[src/rtl/core/barc_pkg.sv]
// Package for the button auto-repeat counter: types, codes and reset values.
`default_nettype none
package barc_pkg;

    localparam int TickWidth  = 16;
    localparam int CountWidth = 8;
    localparam int BtnWidth   = 2;
    localparam int CfgIdxWidth  = 2;
    localparam int CfgDataWidth = 16;

    // Register indexes on the configuration port.
    localparam logic [CfgIdxWidth-1:0] CFG_SLOW_PERIOD = 2'd0;
    localparam logic [CfgIdxWidth-1:0] CFG_FAST_AFTER  = 2'd1;
    localparam logic [CfgIdxWidth-1:0] CFG_FAST_PERIOD = 2'd2;
    localparam logic [CfgIdxWidth-1:0] CFG_TOP_VALUE   = 2'd3;

    // Reset values of the registers.
    localparam logic [TickWidth-1:0]  SLOW_PERIOD_RST = 16'd1000;
    localparam logic [TickWidth-1:0]  FAST_AFTER_RST  = 16'd3000;
    localparam logic [TickWidth-1:0]  FAST_PERIOD_RST = 16'd400;
    localparam logic [CountWidth-1:0] TOP_VALUE_RST   = 8'd9;

    // Button codes.
    localparam logic [BtnWidth-1:0] BTN_NONE = 2'b00;
    localparam logic [BtnWidth-1:0] BTN_UP   = 2'b01;
    localparam logic [BtnWidth-1:0] BTN_DOWN = 2'b10;
    localparam logic [BtnWidth-1:0] BTN_BOTH = 2'b11;

    typedef enum logic [2:0] {
        MODE_IDLE    = 3'd0,
        MODE_UP      = 3'd1,
        MODE_UP_HOLD = 3'd2,
        MODE_DN      = 3'd3,
        MODE_DN_HOLD = 3'd4,
        MODE_CLR     = 3'd5
    } t_mode;

    typedef struct packed {
        t_mode                 mode;
        logic [TickWidth-1:0]  repeat_ticks;
        logic [TickWidth-1:0]  hold_total;
        logic [TickWidth-1:0]  fast_ticks;
        logic [CountWidth-1:0] count;
    } t_state;

    typedef struct packed {
        logic [TickWidth-1:0]  slow_period;
        logic [TickWidth-1:0]  fast_after;
        logic [TickWidth-1:0]  fast_period;
        logic [CountWidth-1:0] top_value;
    } t_cfg;

endpackage
`default_nettype wire

[src/rtl/core/barc_step.sv]
// Next-state logic for one tick: mode transition, hold timing, count update.
`default_nettype none
module barc_step
    import barc_pkg::*;
(
    input  wire t_state              i_state,
    input  wire t_cfg                i_cfg,
    input  wire logic [BtnWidth-1:0] i_buttons,
    output t_state                   o_state
);

    logic lt_slow;
    logic lt_fast;
    logic lt_fast_period;
    logic valid_mode;
    t_state nxt;

    assign lt_slow        = i_state.repeat_ticks < i_cfg.slow_period;
    assign lt_fast        = i_state.hold_total < i_cfg.fast_after;
    assign lt_fast_period = i_state.fast_ticks < i_cfg.fast_period;

    always_comb begin
        nxt        = i_state;
        valid_mode = 1'b1;

        // Mode transition.
        unique case (i_state.mode)
            MODE_IDLE, MODE_UP, MODE_UP_HOLD, MODE_DN, MODE_DN_HOLD, MODE_CLR: begin
                valid_mode = 1'b1;
            end
            default: begin
                valid_mode = 1'b0;
            end
        endcase

        if (!valid_mode) begin
            // Undefined code: back to idle, count untouched.
            nxt.mode = MODE_IDLE;
        end else begin
            case (i_buttons)
                BTN_BOTH: nxt.mode = MODE_CLR;
                BTN_UP, BTN_DOWN: begin
                    if ((i_buttons == BTN_UP && i_state.mode == MODE_UP) ||
                        (i_buttons == BTN_DOWN && i_state.mode == MODE_DN)) begin
                        nxt.repeat_ticks = '0;
                        nxt.fast_ticks   = '0;
                        nxt.mode = (i_buttons == BTN_UP) ? MODE_UP_HOLD : MODE_DN_HOLD;
                    end else if ((i_buttons == BTN_UP && i_state.mode == MODE_UP_HOLD) ||
                                 (i_buttons == BTN_DOWN && i_state.mode == MODE_DN_HOLD)) begin
                        // Hold timing: slow phase, then fast phase.
                        if (lt_slow && lt_fast) begin
                            nxt.repeat_ticks = i_state.repeat_ticks + 16'd1;
                            nxt.hold_total   = i_state.hold_total + 16'd1;
                        end else if (lt_fast) begin
                            nxt.hold_total = i_state.hold_total + 16'd1;
                            nxt.mode = (i_buttons == BTN_UP) ? MODE_UP : MODE_DN;
                        end else if (lt_fast_period) begin
                            nxt.fast_ticks = i_state.fast_ticks + 16'd1;
                        end else begin
                            nxt.mode = (i_buttons == BTN_UP) ? MODE_UP : MODE_DN;
                        end
                    end else begin
                        // Fresh press.
                        nxt.hold_total = '0;
                        nxt.mode = (i_buttons == BTN_UP) ? MODE_UP : MODE_DN;
                    end
                end
                default: begin
                    if (i_state.mode == MODE_CLR) begin
                        nxt.hold_total = '0;
                    end
                    nxt.mode = MODE_IDLE;
                end
            endcase

            // Action of the new mode.
            case (nxt.mode)
                MODE_UP: begin
                    if (i_state.count < i_cfg.top_value) begin
                        nxt.count = i_state.count + 8'd1;
                    end
                end
                MODE_DN: begin
                    if (i_state.count != '0) begin
                        nxt.count = i_state.count - 8'd1;
                    end
                end
                MODE_CLR: nxt.count = '0;
                default:  nxt.count = i_state.count;
            endcase
        end
    end

    assign o_state = nxt;

endmodule
`default_nettype wire

[src/rtl/core/button_auto_repeat_counter_core.sv]
// Top level of the button auto-repeat up/down counter.
//
// One transaction on the input channel is one timer tick carrying the two
// button bits (bit0 up, bit1 down, both = clear). Each tick produces exactly
// one output transaction with the saturating count after that tick. A fresh
// press steps the count once; while held, it repeats after slow_period ticks
// counted in hold state until fast_after hold ticks have passed, then after
// fast_period counted ticks. A new tick is taken every cycle while o_in_stall
// is low: the whole tick update is one level of logic between the state
// registers. Results go to the output register, or to the skid register on a
// stall; this two-entry buffer takes one more tick after the output stalls,
// and o_in_stall rises only when both entries hold results. Configuration
// writes (index 0 slow_period, 1 fast_after, 2 fast_period, 3 top_value) take
// effect at the next clock edge and must be done while the block is idle.
`default_nettype none
module button_auto_repeat_counter_core
    import barc_pkg::*;
(
    input  wire logic                    i_clk,
    input  wire logic                    i_rst_n,
    // configuration write port
    input  wire logic                    i_cfg_wen,
    input  wire logic [CfgIdxWidth-1:0]  i_cfg_idx,
    input  wire logic [CfgDataWidth-1:0] i_cfg_data,
    // input channel
    input  wire logic                    i_in_valid,
    output logic                         o_in_stall,
    input  wire logic [BtnWidth-1:0]     i_buttons,
    // output channel
    output logic                         o_out_valid,
    input  wire logic                    i_out_stall,
    output logic [CountWidth-1:0]        o_count_value
);

    t_cfg   r_cfg;
    t_state r_state;
    t_state n_state;

    logic                  r_out_valid;
    logic [CountWidth-1:0] r_out_count;
    logic                  r_skid_valid;
    logic [CountWidth-1:0] r_skid_count;

    logic in_xact;
    logic out_xact;

    assign o_in_stall  = r_skid_valid;
    assign in_xact     = i_in_valid & ~r_skid_valid;
    assign out_xact    = r_out_valid & ~i_out_stall;

    barc_step u_step (
        .i_state   (r_state),
        .i_cfg     (r_cfg),
        .i_buttons (i_buttons),
        .o_state   (n_state)
    );

    // Configuration registers.
    always_ff @(posedge i_clk) begin
        if (!i_rst_n) begin
            r_cfg.slow_period <= SLOW_PERIOD_RST;
            r_cfg.fast_after  <= FAST_AFTER_RST;
            r_cfg.fast_period <= FAST_PERIOD_RST;
            r_cfg.top_value   <= TOP_VALUE_RST;
        end else if (i_cfg_wen) begin
            unique case (i_cfg_idx)
                CFG_SLOW_PERIOD: r_cfg.slow_period <= i_cfg_data;
                CFG_FAST_AFTER:  r_cfg.fast_after  <= i_cfg_data;
                CFG_FAST_PERIOD: r_cfg.fast_period <= i_cfg_data;
                CFG_TOP_VALUE:   r_cfg.top_value   <= i_cfg_data[CountWidth-1:0];
                default:         r_cfg.top_value   <= r_cfg.top_value;
            endcase
        end
    end

    // Tick state: updated once per accepted input transaction.
    always_ff @(posedge i_clk) begin
        if (!i_rst_n) begin
            r_state.mode         <= MODE_IDLE;
            r_state.repeat_ticks <= '0;
            r_state.hold_total   <= '0;
            r_state.fast_ticks   <= '0;
            r_state.count        <= '0;
        end else if (in_xact) begin
            r_state <= n_state;
        end
    end

    // Output register plus skid entry.
    always_ff @(posedge i_clk) begin
        if (!i_rst_n) begin
            r_out_valid  <= 1'b0;
            r_skid_valid <= 1'b0;
        end else if (r_skid_valid) begin
            // input is stalled; drain skid into the output register
            if (out_xact) begin
                r_skid_valid <= 1'b0;
            end
        end else if (in_xact) begin
            if (r_out_valid && !out_xact) begin
                r_skid_valid <= 1'b1;
            end else begin
                r_out_valid <= 1'b1;
            end
        end else if (out_xact) begin
            r_out_valid <= 1'b0;
        end
    end

    always_ff @(posedge i_clk) begin
        if (r_skid_valid) begin
            if (out_xact) begin
                r_out_count <= r_skid_count;
            end
        end else if (in_xact) begin
            if (r_out_valid && !out_xact) begin
                r_skid_count <= n_state.count;
            end else begin
                r_out_count <= n_state.count;
            end
        end
    end

    assign o_out_valid   = r_out_valid;
    assign o_count_value = r_out_count;

endmodule
`default_nettype wire
[config.mk]
export PLATFORM = sky130hd
export DESIGN_NAME = button_auto_repeat_counter_core
export DESIGN_NICKNAME = d
export VERILOG_FILES = /design/src/rtl/core/barc_pkg.sv /design/src/rtl/core/barc_step.sv /design/src/rtl/core/button_auto_repeat_counter_core.sv
export SDC_FILE = /design/constraint.sdc
export NUM_CORES = 1
export LEC_CHECK = 0
export ABC_AREA = 1
export BUFFER_PORTS_ARGS = -buffer_cell sky130_fd_sc_hd__buf_2
export CORE_ASPECT_RATIO = 0.7
export CORE_UTILIZATION = 62
export CTS_CLUSTER_SIZE = 8
export DETAILED_ROUTE_END_ITERATION = 12
export PLACE_DENSITY = 0.8
export SETUP_SLACK_MARGIN = 0.5
export SLEW_MARGIN = 20
export SYNTH_ARGS = -nofsm -noshare
export SYNTH_HDL_FRONTEND = slang
export SYNTH_SLANG_ARGS = --single-unit
[constraint.sdc]
create_clock -name i_clk -period 3.1 [get_ports i_clk]
set_input_delay 0.62 -clock i_clk [delete_from_list [all_inputs] [get_ports i_clk]]
set_output_delay 0.62 -clock i_clk [all_outputs]
set_load 0.01 [all_outputs]
# ---- Word-level counts from Yosys, hierarchy flattened
# Index checks and enable logic that the tools add are counted.
# Widths: inputs -> output; s select.
dict set report word_totals {
  regBits 133
  latch_bits 0
  ram_bits 0
  romBits 0
  inputBits 25
  word_cells 117
  mem_count 0
}
dict set report classes {
  add_sub_neg 5
  multipliers 0
  div 0
  order_cmp 4
  eq_ne 21
  n_shift 0
  mux 39
  n_bitwise 5
  reduce_logical 30
}
# op count
set op_table {}
lappend op_table {{$mux 16} 12}
lappend op_table {{$mux 8} 7}
lappend op_table {{$add 16x1->16 const B} 3}
lappend op_table {{$lt 16x16->1} 3}
lappend op_table {{$pmux 16 s2} 1}
lappend op_table {{$pmux 8 s3} 1}
lappend op_table {{$mux 3} 7}
lappend op_table {{$mux 19} 1}
lappend op_table {{$reduce_bool 2->1} 6}
lappend op_table {{$eq 3x2->1 const B} 3}
lappend op_table {{$eq 3x3->1 const B} 3}
lappend op_table {{$reduce_and 3->1} 3}
lappend op_table {{$add 8x1->8 const B} 1}
lappend op_table {{$eq 2x2->1 const B} 4}
lappend op_table {{$lt 8x8->1} 1}
lappend op_table {{$mux 1} 8}
lappend op_table {{$ne 2x2->1 const B} 4}
lappend op_table {{$reduce_and 2->1} 4}
lappend op_table {{$reduce_bool 8->1} 1}
lappend op_table {{$sub 8x1->8 const B} 1}
lappend op_table {{$reduce_and 7->1} 1}
lappend op_table {{$eq 3x1->1 const B} 2}
lappend op_table {{$logic_and 1x1->1} 6}
lappend op_table {{$pmux 3 s2} 1}
lappend op_table {{other kinds (14)} 20}

# ---- Logic depth before layout (Yosys ltp)
dict set report depth {
  word_depth 15
  depth_mapped 22
  ltp_nobuf 22
}

# ---- Hierarchy
# From an unflattened synthesis, not the netlist that was laid out.
dict set report unflattened {
  cells_unflattened 1415
  area_unflattened_um2 9033.7
}
# module instances cells_per_inst area_per_inst_um2 seq_area_each_um2
set modules_own_cells {}
lappend modules_own_cells {button_auto_repeat_counter_core 1 645 4926.0 2822.7}
lappend modules_own_cells {barc_step 1 770 4107.7 0.0}

# ---- Worst setup path before layout
# Ideal clock, no wire load.
dict set report synth_timing {
  path_type {input port to flip-flop}
  startpoint {input port i_buttons[0]}
  endpoint {register r_state[22] (netlist bit)}
  setup_time_ns 0.058
  arrival_time_ns 2.366
  setup_slack_ns 0.676
  cell_stages 15
  path_cell_list {inv_1 > ha_1 > inv_1 > nor3_1 > inv_1 > nor2_1 > inv_1 > nand2_2 > inv_2 > nor3_2 > nand2_1 > nor2_1 > nand2_1 > a21oi_1 > o21a_1}
}
dict set report synth_between {
  elab_chain_len 5
  elab_cells_between_ends 15
  classes_between {eq/ne (4); mux (1); reduce/logical (10)}
}
# element line_no
set synth_rtl {}
lappend synth_rtl {{start, declared} button_auto_repeat_counter_core.sv:28} ;# input wire logic [BtnWidth-1:0] i_buttons,
lappend synth_rtl {{$eq 2x1->1 or $eq 2x2->1 (tied branches)} -}
lappend synth_rtl {{$logic_and 1x1->1, on equally long branches} -}
lappend synth_rtl {{$logic_or 1x1->1, on equally long branches} {barc_step.sv:43, barc_step.sv:48}}
lappend synth_rtl {{$ne 2x2->1 (no source line) (tied with other cells)} -}
lappend synth_rtl {{$reduce_and 7->1 (no source line)} -}
lappend synth_rtl {{end signal, assigned} button_auto_repeat_counter_core.sv:85} ;# r_state <= n_state;
lappend synth_rtl {{end, declared} button_auto_repeat_counter_core.sv:36} ;# t_state r_state;
# Several ways; a longest one is shown, not always the timed one.
# A chain may end at the register's enable or synchronous reset.

# ---- Final worst setup path
dict set report layout_timing {
  startpoint {register r_state[13] (netlist bit)}
  endpoint {register r_out_count[1], in the netlist o_count_value[1] (data pin)}
}
dict set report layout_between {
  elab_chain_len 14
  elab_cells_between_ends 16
  classes_between {order compare (1); eq/ne (3); mux (12)}
}
# element line_no
set layout_rtl {}
lappend layout_rtl {{$lt 16x16->1 *} barc_step.sv:20} ;# assign lt_fast_period = i_state.fast_ticks < i_cfg.fast_period;
lappend layout_rtl {{$mux 3 *} barc_step.sv:57} ;# end else if (lt_fast_period) begin
lappend layout_rtl {{$mux 3 *} barc_step.sv:54} ;# end else if (lt_fast) begin
lappend layout_rtl {{$mux 3 *} barc_step.sv:51} ;# if (lt_slow && lt_fast) begin
lappend layout_rtl {{$mux 3 *} barc_step.sv:48} ;# end else if ((i_buttons == BTN_UP && i_state.mode == MODE_UP_HOLD) ||
lappend layout_rtl {{$mux 19 *} barc_step.sv:43} ;# if ((i_buttons == BTN_UP && i_state.mode == MODE_UP) ||
lappend layout_rtl {{$pmux 3 s2 *} barc_step.sv:40} ;# case (i_buttons)
lappend layout_rtl {{$mux 3 *} barc_step.sv:36} ;# if (!valid_mode) begin
lappend layout_rtl {{$eq 3x3->1 (tied with other cells)} barc_step.sv:77} ;# case (nxt.mode)
lappend layout_rtl {{$pmux 8 s3 *} barc_step.sv:77}
lappend layout_rtl {{$mux 8 *} barc_step.sv:36}
lappend layout_rtl {{$mux 8 *} button_auto_repeat_counter_core.sv:116} ;# if (r_out_valid && !out_xact) begin
lappend layout_rtl {{$mux 8 *} button_auto_repeat_counter_core.sv:115} ;# end else if (in_xact) begin
lappend layout_rtl {{$mux 8 *} button_auto_repeat_counter_core.sv:111} ;# if (r_skid_valid) begin
lappend layout_rtl {{end signal, assigned} button_auto_repeat_counter_core.sv:113} ;# r_out_count <= r_skid_count;
lappend layout_rtl {{end signal, assigned} button_auto_repeat_counter_core.sv:119} ;# r_out_count <= n_state.count;
lappend layout_rtl {{end, declared} button_auto_repeat_counter_core.sv:40} ;# logic [CountWidth-1:0] r_out_count;
# Every way passes the cells marked *; elsewhere a longest branch is shown, timed or not. The select of a mux whose other input is x is not followed.

==> flow_metrics.tcl <==
set metrics [dict create \
    fp.dieW_um 134.1 \
    area_growth_pct 24.30 \
    finalSetupViolCount 0 \
    dp_hpwl_mm 13.44 \
    fmax_ghz 0.3732 \
    report.final.slew_viol_count 0 \
    slowest_stage "dfxtp_4" \
    setup.worst_path.end_class "flip-flop" \
    fin_crit_sh_pct 86.45 \
    synth.area.top_cells "dfxtp_1 31%, ha_1 10%, nand2_1 8.3%, inv_1 7.6%, a21oi_1 6.5%" \
    htreeDepth 4 \
    routed_wl_mm 21.37 \
    final_cells 1242 \
    vias_per_cell 5.855 \
    syn-cell-area_um2 7569 \
    antenna_found_initial 0 \
    cts_buffer_depth 2 \
    outcome "completed" \
    cts_made_buffers 17 \
    gp_congestion 0.9275 \
    crit_arrival_ns 2.85 \
    first_pass_iters 5 \
    crit_fanout 8 \
    synthFlopType "dfxtp_1" \
    ys_seq_area_share_pct 37.30 \
    synth-async-reset-ratio_pct 0 \
    fin_setup_tns_ns 0 \
    syn_area_per_cell_um2 7.538 \
    finalCriticalPeriod_ns 2.680 \
    start_kind "flip-flop" \
    clk_pin_slew_ns 0.06 \
    antenna_left 0 \
    synthesis.nets 1091 \
    synthDistinctLibCells 46 \
    tightest_slew_ns 0.7883 \
    insertion_delay_ns 0.42 \
    rsz0062_at_grt "yes" \
    cts.sinks 133 \
    yosys.area.top_type "dfxtp_1" \
    place_inst 1188 \
    final_util_pct 79.67 \
    track_usage_pct 31.91 \
    fill_cells 731 \
    clock-skew-final_ns 0.007507 \
    ys_seq_elements 133 \
    post_synth_inst_count 1004 \
    cp.required_ns 3.27 \
    layout.nets 1158 \
    post-synth-top-count-cell "nand2_1" \
    drt_iter0_markers 661 \
    crit_type "flip-flop to flip-flop" \
    core_um2 11810 \
    layout-drive-gt1-share_pct 26.85 \
    hold_class "flip-flop to flip-flop" \
    path_cells "ha_4 > a21oi_2 > nor2_1 > nor3_1 > nand2_1 > a21oi_4 > nand2_2 > nand2_4 > nand3_2 > nand3_2 > nand2_4 > buf_6 > o21ai_4 > nand2_1 > nand2_4 > o21ai_2" \
    pin_count 35 \
    preCtsSetupSlack_ns 0.2124 \
    start_util_pct 64.09 \
    drc_errors 0 \
    r2r_cells 16 \
    portBuffers 34 \
    hold_viol 0 \
    regArea_um2 2869 \
    cts_tree "done" \
    vias 7272 \
    grt_max_degree 47 \
    crit_top_cell "nand2_4" \
    grt_pass1_wl_mm 31.25 \
    power.density_nw_per_um2 497.5 \
    wl_per_cell_um 17.20 \
    setup_slack_ns 0.4201 \
    yosysTopAreaCellShare_pct 30.95 \
    maxCapViolCount 0 \
    ys_top_cells_by_count "168 x nand2_1, 154 x inv_1, 117 x dfxtp_1" \
    ir_drop_mv 0.4343 \
    multi_input_area_um2 4627 \
    yosys_warnings 0 \
    die_area_um2 12660 \
    hold_depth 2 \
    fp.dieH_um 94.44 \
    power_leakage_nw 3.999 \
    relSlewSlack_pct 47.25 \
    grt_pass1_vias 6300 \
    finalPower_mw 4.680 \
    cts_root_buf "clkbuf_16" \
    synth_edf_count 16 \
    cpPeakStageDelay_ns 0.37 \
    row_count 33 \
    grt_overflow 0 \
]
[path summary, 6_finish.rpt]
check / endpoint / startpoint / slack (ns)
worst max register to register: o_count_value[1]$_DFFE_PP_ / r_state[13]$_SDFFE_PN0P_ / 0.42
worst min register to register: r_cfg[5]$_SDFFE_PN0P_ / r_cfg[5]$_SDFFE_PN0P_ / 0.46
worst min-delay path: r_cfg[5]$_SDFFE_PN0P_ / r_cfg[5]$_SDFFE_PN0P_ / 0.46
worst max-delay path: o_count_value[1]$_DFFE_PP_ / r_state[13]$_SDFFE_PN0P_ / 0.42
[stage by stage]
step           hold slack [ns]  instance area (µm²)
6_report                0.4590                 9408
2_1_floorplan           0.4292                 7569
5_1_grt                 0.4810                 9405
3_5_place_dp            0.4532                 7956
3_3_place_gp            0.4455                 7956
4_1_cts                 0.4622                 8775
[placed cells by master, fill, tap and decap left out, types with 4 or more instances in the layout]
| master | count |
|---|---|
| inv_2 | 20 |
| ha_1 | 37 |
| ha_4 | 23 |
| nor3_1 | 24 |
| a21oi_1 | 86 |
| xor2_1 | 15 |
| o21ai_1 | 5 |
| nand2_1 | 149 |
| clkbuf_16 | 17 |
| nand2_2 | 25 |
| a31oi_1 | 7 |
| nand3_2 | 11 |
| nor2_2 | 8 |
| o21ai_2 | 9 |
| a21oi_2 | 22 |
| nor2_1 | 59 |
| o21ai_0 | 67 |
| nand3_1 | 38 |
| edfxtp_1 | 16 |
| a211oi_1 | 6 |
| dfxtp_1 | 88 |
| clkinv_1 | 5 |
| inv_1 | 141 |
| nand2_4 | 13 |
| o211ai_1 | 16 |
| nand4_1 | 16 |
| dfxtp_4 | 4 |
| dfxtp_2 | 25 |
| buf_2 | 34 |
| buf_4 | 35 |
| nor2_4 | 6 |
[cells by family after synthesis]
| group | share of synthesized area (%) |
|---|---|
| flops | 37.30 |
| xor+xnor | 1.852 |
| simple gates | 22.76 |
| buf+inv | 9.737 |
| fa+ha+maj | 10.25 |
| compound gates | 18.10 |
[where the power goes]
group / internal [mW] / switching [mW]
clock: 1.26 / 0.784
combinational: 0.276 / 0.500
sequential: 1.82 / 0.0400
[registers in the layout, summed over array words and instances, names as in the netlist]
name           cells
r_state           59
o_in_stall         1
o_count_value      8
r_skid_count       8
r_cfg             56
o_out_valid        1
[final cells by class]
type | count | area share (%)
Sequential cell | 133 | 30.50
Timing Repair Buffer | 74 | 5.386
Inverter | 164 | 6.543
Multi-Input combinational cell | 681 | 49.18
Tap cell | 157 | 2.088
Clock buffer | 18 | 4.562
Clock inverter | 14 | 1.716
Antenna cell | 1 | 0.02660
[worst max-delay path: cells and delay by family (launching register included)]
kind | cells | cell delay (ns)
flip-flops | 1 | 0.37
adder cells (fa/ha/maj) | 1 | 0.25
buffers and inverters | 1 | 0.12
AO/OA/AOI/OAI | 4 | 0.65
AND/OR/NAND/NOR | 10 | 1.05
[metal layers]
metal | vias to the layer above | part of all wire [%] | global-route usage, %
li1 | 3490 | - | -
met1 | 3385 | 44 | 44.40
met2 | 352 | 46 | 49.05
met3 | 45 | 8.5 | 7.461
met4 | 0 | 2.2 | 10.02
met5 | - | 0 | 0
[timing repair]
action / CTS / global route
endpoints found under the setup margin: 30 / 37
setup buffers: 14 / 7
endpoints found under the hold margin: 0 / 0
gates resized for setup: 33 / 120
pin swaps: 41 / 50
hold buffers: 0 / 0
(Power assumes the default switching activity.)
